--- src/hdl/mowd_pkg.sv ---
`timescale 1ns / 1ps
// ----------------------------------------------------------------------------
// Occupancy window detector package
// Shared constants and types for the occupancy window detector.
// ----------------------------------------------------------------------------
package mowd_pkg;

  // Number of scanned sections (2 to 16).
  localparam int unsigned Sections = 16;
  localparam int unsigned SecW     = (Sections > 1) ? $clog2(Sections) : 1;

  localparam int unsigned CfgIdxW  = 8;
  localparam int unsigned CfgDataW = 32;

  // Configuration register indexes.
  localparam logic [CfgIdxW-1:0] RegWindowLimit   = 8'd0;
  localparam logic [CfgIdxW-1:0] RegOccupiedLimit = 8'd1;
  localparam logic [CfgIdxW-1:0] RegAddr0To3      = 8'd2;
  localparam logic [CfgIdxW-1:0] RegAddr4To7      = 8'd3;
  localparam logic [CfgIdxW-1:0] RegAddr8To11     = 8'd4;
  localparam logic [CfgIdxW-1:0] RegAddr12To15    = 8'd5;

  // Reset values of the configuration registers.
  localparam logic [7:0]  WindowLimitRst   = 8'd50;
  localparam logic [7:0]  OccupiedLimitRst = 8'd45;
  localparam logic [31:0] Addr0To3Rst      = 32'h0403_0201;
  localparam logic [31:0] Addr4To7Rst      = 32'h0807_0605;
  localparam logic [31:0] Addr8To11Rst     = 32'h0C0B_0A09;
  localparam logic [31:0] Addr12To15Rst    = 32'h100F_0E0D;

  localparam logic StateFree     = 1'b0;
  localparam logic StateOccupied = 1'b1;

  // One section's entry in the state memory.
  typedef struct packed {
    logic       occupied;
    logic [7:0] high_count;
    logic [7:0] tick_count;
  } section_entry_t;

endpackage

--- src/hdl/mowd_intf.sv ---
`timescale 1ns / 1ps
// ----------------------------------------------------------------------------
// Occupancy window detector channels
// Valid/ready channels for sensor samples, results and register writes.
// ----------------------------------------------------------------------------
interface mowd_sample_if;
  logic valid;
  logic ready;
  logic sensor_level;

  modport source (output valid, output sensor_level, input ready);
  modport sink   (input valid, input sensor_level, output ready);
endinterface

interface mowd_result_if;
  logic       valid;
  logic       ready;
  logic [3:0] next_section;
  logic       event_valid;
  logic [7:0] event_address;
  logic       old_state;
  logic       new_state;

  modport source (output valid, output next_section, output event_valid,
                  output event_address, output old_state, output new_state,
                  input ready);
  modport sink   (input valid, input next_section, input event_valid,
                  input event_address, input old_state, input new_state,
                  output ready);
endinterface

interface mowd_cfg_if;
  logic                           valid;
  logic                           ready;
  logic [mowd_pkg::CfgIdxW-1:0]   index;
  logic [mowd_pkg::CfgDataW-1:0]  data;

  modport source (output valid, output index, output data, input ready);
  modport sink   (input valid, input index, input data, output ready);
endinterface

--- src/hdl/multiplexed_occupancy_window_detector_core.sv ---
`timescale 1ns / 1ps
// ----------------------------------------------------------------------------
// Multiplexed occupancy window detector
// Per-section sample counting and windowed occupancy judgment with events.
// ----------------------------------------------------------------------------
// Each sample transfer is one scan tick and yields exactly one result. The
// block takes one sample per clock cycle while the result channel does not
// stall it, and the result register is loaded straight from the accepted
// sample; the rate is set by the state memory, which has one read and one
// write per cycle: the entry for the section scanned next is read while the
// current section is written back. Because the scan order is fixed, that
// read is always one section ahead and never hits the entry being written.
// Entries start free with zero counters via per-entry valid bits cleared at
// reset, so no clearing pass is needed. Register writes are taken every cycle.
module multiplexed_occupancy_window_detector_core (
  input  logic                  clk_i,
  input  logic                  rst_ni,
  mowd_sample_if.sink           sample_i,
  mowd_result_if.source         result_o,
  mowd_cfg_if.sink              cfg_i
);

  // Configuration registers.
  logic [7:0]      window_limit_q;
  logic [7:0]      occupied_limit_q;
  logic [3:0][7:0] addr_q [4];

  // State memory and its valid bits.
  mowd_pkg::section_entry_t mem [mowd_pkg::Sections];
  logic [mowd_pkg::Sections-1:0] entry_vld_q;

  logic [mowd_pkg::SecW-1:0]  scan_ptr_q;
  logic [mowd_pkg::SecW-1:0]  scan_ptr_d;
  mowd_pkg::section_entry_t   rd_data_q;
  logic                       rd_vld_q;

  mowd_pkg::section_entry_t   cur_entry;
  mowd_pkg::section_entry_t   wr_entry;
  logic [7:0]                 high_next;
  logic [7:0]                 tick_next;
  logic                       judge;
  logic                       judged;
  logic                       change;
  logic [3:0]                 sec4;

  logic       out_valid_q;
  logic [3:0] next_section_q;
  logic       event_valid_q;
  logic [7:0] event_address_q;
  logic       old_state_q;
  logic       new_state_q;

  logic accept;

  assign cfg_i.ready    = 1'b1;
  assign sample_i.ready = !out_valid_q || result_o.ready;
  assign accept         = sample_i.valid && sample_i.ready;

  always_ff @(posedge clk_i or negedge rst_ni) begin
    if (!rst_ni) begin
      window_limit_q   <= mowd_pkg::WindowLimitRst;
      occupied_limit_q <= mowd_pkg::OccupiedLimitRst;
      addr_q[0]        <= mowd_pkg::Addr0To3Rst;
      addr_q[1]        <= mowd_pkg::Addr4To7Rst;
      addr_q[2]        <= mowd_pkg::Addr8To11Rst;
      addr_q[3]        <= mowd_pkg::Addr12To15Rst;
    end else if (cfg_i.valid) begin
      case (cfg_i.index)
        mowd_pkg::RegWindowLimit:   window_limit_q   <= cfg_i.data[7:0];
        mowd_pkg::RegOccupiedLimit: occupied_limit_q <= cfg_i.data[7:0];
        mowd_pkg::RegAddr0To3:      addr_q[0]        <= cfg_i.data;
        mowd_pkg::RegAddr4To7:      addr_q[1]        <= cfg_i.data;
        mowd_pkg::RegAddr8To11:     addr_q[2]        <= cfg_i.data;
        mowd_pkg::RegAddr12To15:    addr_q[3]        <= cfg_i.data;
        default: ;
      endcase
    end
  end

  // An entry never written since reset reads as free with zero counters.
  always_comb begin
    cur_entry = rd_vld_q ? rd_data_q : '0;
    high_next = cur_entry.high_count + {7'd0, sample_i.sensor_level};
    tick_next = cur_entry.tick_count + 8'd1;
    judge     = tick_next > window_limit_q;
    judged    = ((high_next != 8'd0) && (high_next < occupied_limit_q))
                ? mowd_pkg::StateOccupied : mowd_pkg::StateFree;
    change    = judge && (cur_entry.occupied != judged);
    if (judge) begin
      wr_entry.occupied   = judged;
      wr_entry.high_count = 8'd0;
      wr_entry.tick_count = 8'd0;
    end else begin
      wr_entry.occupied   = cur_entry.occupied;
      wr_entry.high_count = high_next;
      wr_entry.tick_count = tick_next;
    end
    if (scan_ptr_q == mowd_pkg::SecW'(mowd_pkg::Sections - 1)) begin
      scan_ptr_d = '0;
    end else begin
      scan_ptr_d = scan_ptr_q + mowd_pkg::SecW'(1);
    end
    sec4 = 4'(scan_ptr_q);
  end

  // Write back the current section and prefetch the next one.
  always_ff @(posedge clk_i) begin
    if (accept) begin
      mem[scan_ptr_q] <= wr_entry;
      rd_data_q       <= mem[scan_ptr_d];
    end
  end

  always_ff @(posedge clk_i or negedge rst_ni) begin
    if (!rst_ni) begin
      entry_vld_q <= '0;
      rd_vld_q    <= 1'b0;
      scan_ptr_q  <= '0;
    end else if (accept) begin
      entry_vld_q[scan_ptr_q] <= 1'b1;
      rd_vld_q                <= entry_vld_q[scan_ptr_d];
      scan_ptr_q              <= scan_ptr_d;
    end
  end

  always_ff @(posedge clk_i or negedge rst_ni) begin
    if (!rst_ni) begin
      out_valid_q <= 1'b0;
    end else if (sample_i.ready) begin
      out_valid_q <= sample_i.valid;
    end
  end

  always_ff @(posedge clk_i) begin
    if (accept) begin
      next_section_q  <= 4'(scan_ptr_d);
      event_valid_q   <= change;
      event_address_q <= change ? addr_q[sec4[3:2]][sec4[1:0]] : 8'd0;
      old_state_q     <= change ? cur_entry.occupied : mowd_pkg::StateFree;
      new_state_q     <= change ? judged : mowd_pkg::StateFree;
    end
  end

  assign result_o.valid         = out_valid_q;
  assign result_o.next_section  = next_section_q;
  assign result_o.event_valid   = event_valid_q;
  assign result_o.event_address = event_address_q;
  assign result_o.old_state     = old_state_q;
  assign result_o.new_state     = new_state_q;

endmodule

--- src/flat_wrapper.sv ---
// flat-port wrapper written by rule: the top's interface ports become plain ports
module multiplexed_occupancy_window_detector_core_flat 
  (clk_i, rst_ni, sample_i_valid, sample_i_sensor_level, sample_i_ready, result_o_valid, result_o_next_section, result_o_event_valid, result_o_event_address, result_o_old_state, result_o_new_state, result_o_ready, cfg_i_valid, cfg_i_index, cfg_i_data, cfg_i_ready);
  mowd_sample_if sample_i_i ();
  mowd_result_if result_o_i ();
  mowd_cfg_if cfg_i_i ();
  input  logic clk_i;
  input  logic rst_ni;
  input wire logic [$bits(sample_i_i.valid)-1:0] sample_i_valid;
  input wire logic [$bits(sample_i_i.sensor_level)-1:0] sample_i_sensor_level;
  output wire logic [$bits(sample_i_i.ready)-1:0] sample_i_ready;
  output wire logic [$bits(result_o_i.valid)-1:0] result_o_valid;
  output wire logic [$bits(result_o_i.next_section)-1:0] result_o_next_section;
  output wire logic [$bits(result_o_i.event_valid)-1:0] result_o_event_valid;
  output wire logic [$bits(result_o_i.event_address)-1:0] result_o_event_address;
  output wire logic [$bits(result_o_i.old_state)-1:0] result_o_old_state;
  output wire logic [$bits(result_o_i.new_state)-1:0] result_o_new_state;
  input wire logic [$bits(result_o_i.ready)-1:0] result_o_ready;
  input wire logic [$bits(cfg_i_i.valid)-1:0] cfg_i_valid;
  input wire logic [$bits(cfg_i_i.index)-1:0] cfg_i_index;
  input wire logic [$bits(cfg_i_i.data)-1:0] cfg_i_data;
  output wire logic [$bits(cfg_i_i.ready)-1:0] cfg_i_ready;
  assign sample_i_i.valid = sample_i_valid;
  assign sample_i_i.sensor_level = sample_i_sensor_level;
  assign sample_i_ready = sample_i_i.ready;
  assign result_o_valid = result_o_i.valid;
  assign result_o_next_section = result_o_i.next_section;
  assign result_o_event_valid = result_o_i.event_valid;
  assign result_o_event_address = result_o_i.event_address;
  assign result_o_old_state = result_o_i.old_state;
  assign result_o_new_state = result_o_i.new_state;
  assign result_o_i.ready = result_o_ready;
  assign cfg_i_i.valid = cfg_i_valid;
  assign cfg_i_i.index = cfg_i_index;
  assign cfg_i_i.data = cfg_i_data;
  assign cfg_i_ready = cfg_i_i.ready;
  multiplexed_occupancy_window_detector_core u_core (.clk_i(clk_i), .rst_ni(rst_ni), .sample_i(sample_i_i), .result_o(result_o_i), .cfg_i(cfg_i_i));
endmodule
--- config.mk ---
export PLATFORM = sky130hd
export DESIGN_NAME = multiplexed_occupancy_window_detector_core_flat
export DESIGN_NICKNAME = d
export VERILOG_FILES = /design/src/hdl/mowd_pkg.sv /design/src/hdl/mowd_intf.sv /design/src/hdl/multiplexed_occupancy_window_detector_core.sv /design/src/flat_wrapper.sv
export SDC_FILE = /design/constraint.sdc
export NUM_CORES = 1
export LEC_CHECK = 0
export ABC_AREA = 1
export BUFFER_PORTS_ARGS = -buffer_cell sky130_fd_sc_hd__buf_2
export CORE_ASPECT_RATIO = 1.4
export CORE_MARGIN = 3
export CORE_UTILIZATION = 60
export DETAILED_ROUTE_END_ITERATION = 12
export HOLD_SLACK_MARGIN = 0.15
export MAX_ROUTING_LAYER = met4
export PLACE_DENSITY = 0.77
export SETUP_SLACK_MARGIN = 0.02
export SYNTH_ARGS = -nofsm -noshare
export SYNTH_HDL_FRONTEND = slang
export SYNTH_SLANG_ARGS = --single-unit
--- constraint.sdc ---
create_clock -name clk_i -period 4 [get_ports clk_i]
set_clock_uncertainty 0.1 [all_clocks]
set_input_delay 0 -clock clk_i [delete_from_list [all_inputs] [get_ports clk_i]]
set_output_delay 0 -clock clk_i [all_outputs]
set_load 0.01 [all_outputs]
; ---- Word level (Yosys, flattened, before mapping)
; Memory sizes are Yosys's and may differ from the RTL's. A register that Yosys moved wholly into a read port is not among the register bits.
; Index checks and enable logic that the tools add are counted.
[totals]
register_bits = 181
mem_bits_rw = 272
output_inout_bits = 18
elab_cells = 76
memories = 1
[classes]
n_addsub = 3
magnitude_cmp = 7
eq_ne = 7
mux = 15
n_bitwise = 2
reduce_logical = 14
[memory_table]
columns = name, words, word_bits, read_ports, rd_clocked_by_memory_dff, write_ports, line_no
row1 = u_core.mem, 16, 17, 1, 1, 1, multiplexed_occupancy_window_detector_core.sv:29  ; mowd_pkg::section_entry_t mem [mowd_pkg::Sections];
[op_table]
columns = operator, n
row1 = 32-bit binary-select mux with 2-bit select, 1
row2 = 32-bit 2-to-1 mux, 2
row3 = 17-bit 2-to-1 mux, 2
row4 = 8-bit binary-select mux with 2-bit select, 1
row5 = 8-bit by 2-bit == test with 1-bit output (second input constant), 2
row6 = 8-bit by 3-bit == test with 1-bit output (second input constant), 2
row7 = 16-bit OR, 1
row8 = 2-bit AND reduction, 6
row9 = 4-bit by 5-bit < comparator with 1-bit output (second input constant), 2
row10 = 8-bit by 1-bit adder with 8-bit output, 1
row11 = 8-bit by 1-bit adder with 8-bit output (second input constant), 1
row12 = 8-bit by 1-bit == test with 1-bit output (second input constant), 1
row13 = 8-bit greater-than comparator, 1
row14 = 8-bit zero test, 1
row15 = 8-bit < comparator, 1
row16 = 8-bit 2-to-1 mux, 1
row17 = 8-bit nonzero test, 1
row18 = 1-bit 2-to-1 mux, 5
row19 = 4-bit by 1-bit adder with 4-bit output (second input constant), 1
row20 = 1-bit binary-select mux with 4-bit select, 1
row21 = 1-bit demux with 4-bit select, 1
row22 = 4-bit == test (second input constant), 1
row23 = 4-bit by 1-bit >= comparator with 1-bit output (second input constant), 1
row24 = 1-bit logical AND, 4
row25 = 7 further kinds, 7

; ---- Depth between registers and ports, before layout
[depth]
depth_word = 7
depth_mapped = 19

; ---- Least setup slack after synthesis
; No wires, ideal clock.
[synth_path]
kind = register to register
startpoint = register u_core.rd_vld_q
endpoint = memory u_core.mem[0][3] in the netlist's numbering, data pin
setup_time_ns = 0.327
arrival_time_ns = 3.048
t_required_ns = 3.573
slack_ns = 0.525
path_stages_with_launch = 14
synth_period_minus_slack_ns = 3.475
cell_sequence = dfrtp_1 buf_4 nand2_1 nor4_1 nand4_1 xor2_1 inv_1 ha_1 nand2_1 nor2_1 a21boi_0 o21a_1 clkbuf_1 nor3_1
[synth_lines]
columns = item, line_no
row1 = "start, declared", multiplexed_occupancy_window_detector_core.sv:35  ; logic rd_vld_q;
row2 = "start signal, assigned", multiplexed_occupancy_window_detector_core.sv:121  ; rd_vld_q <= entry_vld_q[scan_ptr_d];
row3 = "end, declared", multiplexed_occupancy_window_detector_core.sv:29

==> results.txt <==
* Clock tree from TritonCTS: done
- CTS sink count: 470
* Global-route wire length before repair: 79700 um
* Proportion of synthesized chip area in sequential cells: 0.668
- Of the total synthesized cell area, the portion taken by AND, OR, NAND and NOR gates is 0.170.
* Total via count after detailed routing: 14724
- The flow ran to the end, and the final reports show no timing, DRC or antenna violations.
* Tot GR Track Use: 0.295
* Multiplexer share of the synthesized area: 0
* Proportion of layout cells with a drive suffix above 1: 0.125
- After detailed routing, the total wire length is 51000 um.
- Post-placement setup slack: 0.307 ns
- Sequence of cells on the critical path: buf_4 -> nand2_1 -> nor4_1 -> buf_4 -> nand2_1 -> xor2_1 -> inv_1 -> ha_1 -> nand2_1 -> nor2_1 -> a21boi_0 -> o21a_1 -> buf_4 -> nor2_1
* Headroom to the max-slew limit: 0.203
- The kind of cell with the highest combined delay along the critical path is simple AND/OR/NAND/NOR gates.
* Peak supply drop: 0.000663 V
- Averaged over all synthesized cells, the footprint is 10.4 sq um.
- Critical path endpoint category: register
- After clock tree synthesis, the clock-pin slew on the worst setup and hold paths is 0.07 ns.
- DR WL/cell: 20.6 um
- In the routed design, unresolved DRC markers number 0.
- CP Class: reg2reg
- Starting density of the core: 0.613
- Sum of buffers and inverters on the critical path: 4
- Critical path's largest stage delay: 0.72 ns
* Vias in the first global route: 14833
* Share of synthesized cell area in full adder, half adder and majority cells: 0.0138
* Post-Syn Instances: 1921
- Top-level port count: 64
- Ant diodes: 0
- Total global routing overflow: 0
* Max Fanout on Critical Path: 17
- Total power density per cell area: 722 mW/mm^2
- Area growth, synth to finish: 13.9%
* Total power consumption of the routed design: 16.4 mW
* Count of H-tree levels built during CTS: 2
- Design Area, Final: 0.0227 sq mm
- The first TritonRoute pass finished after 8 iterations.
- Die extent in x: 160 um
- In the global route stage, met2 resource usage came out at 0.489.
- Setup repair after global routing could not meet its margin everywhere.
- Commonest cells after routing, fill and taps aside: 515 x nand2_1, 304 x edfxtp_1, 242 x o21ai_0
- In this run the static leakage power is 9.16 nW.
- Grt met3 use: 0.0376
- The number of nets in the synthesized netlist is 1989.
- DIE AREA: 0.0355 sq mm
- The compound-gate portion of the synthesized area is 0.0972.
- The min-delay analysis places its worst path in the category in2reg.
- Once placement finished, the instance area stood at 0.0208 sq mm.
* Count of yosys warnings during synthesis: 0
* Routing layer with the top usage in global route: met2
* Residual antenna-violating net count after detailed routing: 0
- For the worst flop-to-flop path, the logic depth is 14.
- The final number of hold-violating endpoints came to 0.
- Count of filler cells inserted in the layout: 2333
* Hold path cells: 4
* Worst Setup Start Kind: register
- Peak Freq: 263 MHz
* Final setup viols: 0
* Core Box Area: 0.0326 sq mm
- Worst-Margin Slew: 1.19 ns
- The die is 222 um tall.
* Cell at the root of the clock tree: clkbuf_16
- Min cycle time layout: 3.81 ns
* Highest-delay cell along the critical path: nor2_1
- Summed over all nets, the half-perimeter wirelength after detailed placement is 28700 um.
- In this run the tool buffered the top-level ports with 62 buffer cells.
* Iteration-0 DRC count of the detailed router: 1403
- The number of antenna violations at the first check in global routing was 0.
- Syn Std Cell Area: 0.0200 sq mm
* Setup slack of the critical path after layout: 0.194 ns
* Net count, final: 2075
* Synth cell types: 35
* Via-to-Cell Ratio: 5.94
* Final Instance Count excl. Fillers: 2480
* Count of final max-slew check failures: 0
- Hold timing on the final database bottoms out at a slack of 0.198 ns.
* Required arrival time at the worst endpoint: 4.12 ns
- Global placement routability congestion: 0.920
- Of the total synthesized cell area, the portion taken by XOR and XNOR cells is 0.00263.
- Number of placed instances with taps included: 2359
- Across the run, the number of max-cap violations was 0.
* Most common cell after layout, fill and taps aside: nand2_1
* CP Depth: 14
- M1 GR Usage: 0.353
- Data arrives at the worst endpoint at 3.92 ns.
- The initialized floorplan defines 78 standard-cell rows.
* Worst skew pair latency: 0.56 ns
- Buffers inserted during clock tree synthesis total 43.
- In the finished design, the share of the clock period the worst path needs comes to 0.952.
* Main combinational cell family by area after synthesis: simple AND/OR/NAND/NOR gates
- The clock passes through at most 3 buffers.
* Largest net degree at the start of global routing: 156
- Counting flops and latches in the post-synthesis netlist gives 470.
repair_timing:
action	CTS	global route
hold endpoints to repair	291	0
setup buffers	0	0
endpoints found under the setup margin	0	176
hold buffers	43	0
gates resized for setup	0	8
logic make-up after synthesis:
group,count (synthesis)
other,1
AO/OA/AOI/OAI,356
flip-flops,470
adder cells (fa/ha/maj),22
buffers and inverters,232
AND/OR/NAND/NOR,834
XOR/XNOR,6
final timing paths:
kind / end / startpoint / slack, ns
min in group asynchronous: u_core.addr_q[2]$_DFFE_PN1P_ / rst_ni / 0.53
worst max-delay path: u_core.mem[11][10]$_DFFE_PP_ / u_core.rd_vld_q$_DFFE_PN0P_ / 0.19
worst max register to register: u_core.mem[11][10]$_DFFE_PP_ / u_core.rd_vld_q$_DFFE_PN0P_ / 0.19
worst min-delay path: u_core.addr_q[51]$_DFFE_PN1P_ / cfg_i_data[19] / 0.20
worst min register to register: u_core.entry_vld_q[4]$_DFFE_PN0P_ / u_core.entry_vld_q[4]$_DFFE_PN0P_ / 0.36
max in group asynchronous: u_core.addr_q[80]$_DFFE_PN1P_ / rst_ni / 2.72
cell usage after synthesis:
master    number  area [sq um]
nand2_1      519          1950
edfxtp_1     304          9130
o21ai_0      242          1210
nor2_1       162           608
dfrtp_1      126          3150
inv_1        120           450
nand3_1      107           536
clkbuf_1      65           244
dfstp_2       40          1050
nand4_1       32           200
o211ai_1      26           195
o22ai_1       26           163
a21oi_1       25           125
buf_2         22           110
ha_1          22           275
o21ai_1       15          75.1
a22oi_1       11          82.6
buf_4          9          67.6
o221ai_1       6          52.6
xor2_1         6          52.6
buf_6          5          56.3
nor4_1         5          31.3
buf_1          4          15.0
clkinv_1       4          15.0
inv_2          3          11.3
or2_2          3          18.8
nand2_4        2          22.5
nor3_1         2          10.0
o21a_1         2          15.0
a21boi_0       1          7.51
a31oi_1        1          6.26
conb_1         1          3.75
nand2_2        1          6.26
nand3_2        1          10.0
o31ai_1        1          7.51
metrics by stage:
step	TNS [ns]	util
CTS	0	0.697
global route	-2.16	0.698
finish	0	0.698
detailed placement	0	0.638
global placement	0	0.638
floorplan	0	-
registers in the layout, summed over array words and instances, names as in the netlist:
| signal | cells |
|---|---|
| u_core.addr_q | 128 |
| u_core.entry_vld_q | 16 |
| u_core.mem | 272 |
| u_core.occupied_limit_q | 8 |
| u_core.rd_data_q | 17 |
| u_core.rd_vld_q | 1 |
| u_core.result_o.event_address | 8 |
| u_core.result_o.event_valid | 1 |
| u_core.result_o.new_state | 1 |
| u_core.result_o.next_section | 4 |
| u_core.result_o.old_state | 1 |
| u_core.result_o.valid | 1 |
| u_core.scan_ptr_q | 4 |
| u_core.window_limit_q | 8 |
metal layers:
layer  up-vias  share of wire
met5         -              0
met4         0          0.057
met3       172          0.072
met2       724           0.50
met1      7122           0.37
li1       6706              -
layout make-up:
class                   count  area, sq um  share of cell area
well taps                 440          551              0.0242
flip-flops and latches    470        13300               0.586
repair buffers            146         1160              0.0510
clock buffers              49         1150              0.0506
clock inverters            29          319              0.0140
multi-input cells        1219         5760               0.253
inverters                 127          478              0.0210
tightest hold or removal path: cells and delay by family:
| family | cells | cell delay [ns] |
|---|---|---|
| compound gates | 1 | 0.09 |
| buf+inv | 3 | 0.74 |
report_power, final:
part / total [mW] / leakage [nW] / switching (mW) / internal [mW]
Sequential: 6.63 / 4.89 / 0.238 / 6.39
Combinational: 5.52 / 3.54 / 3.98 / 1.54
Clock: 4.28 / 0.729 / 1.76 / 2.52
Note: power is estimated with default switching activity, not from simulation.
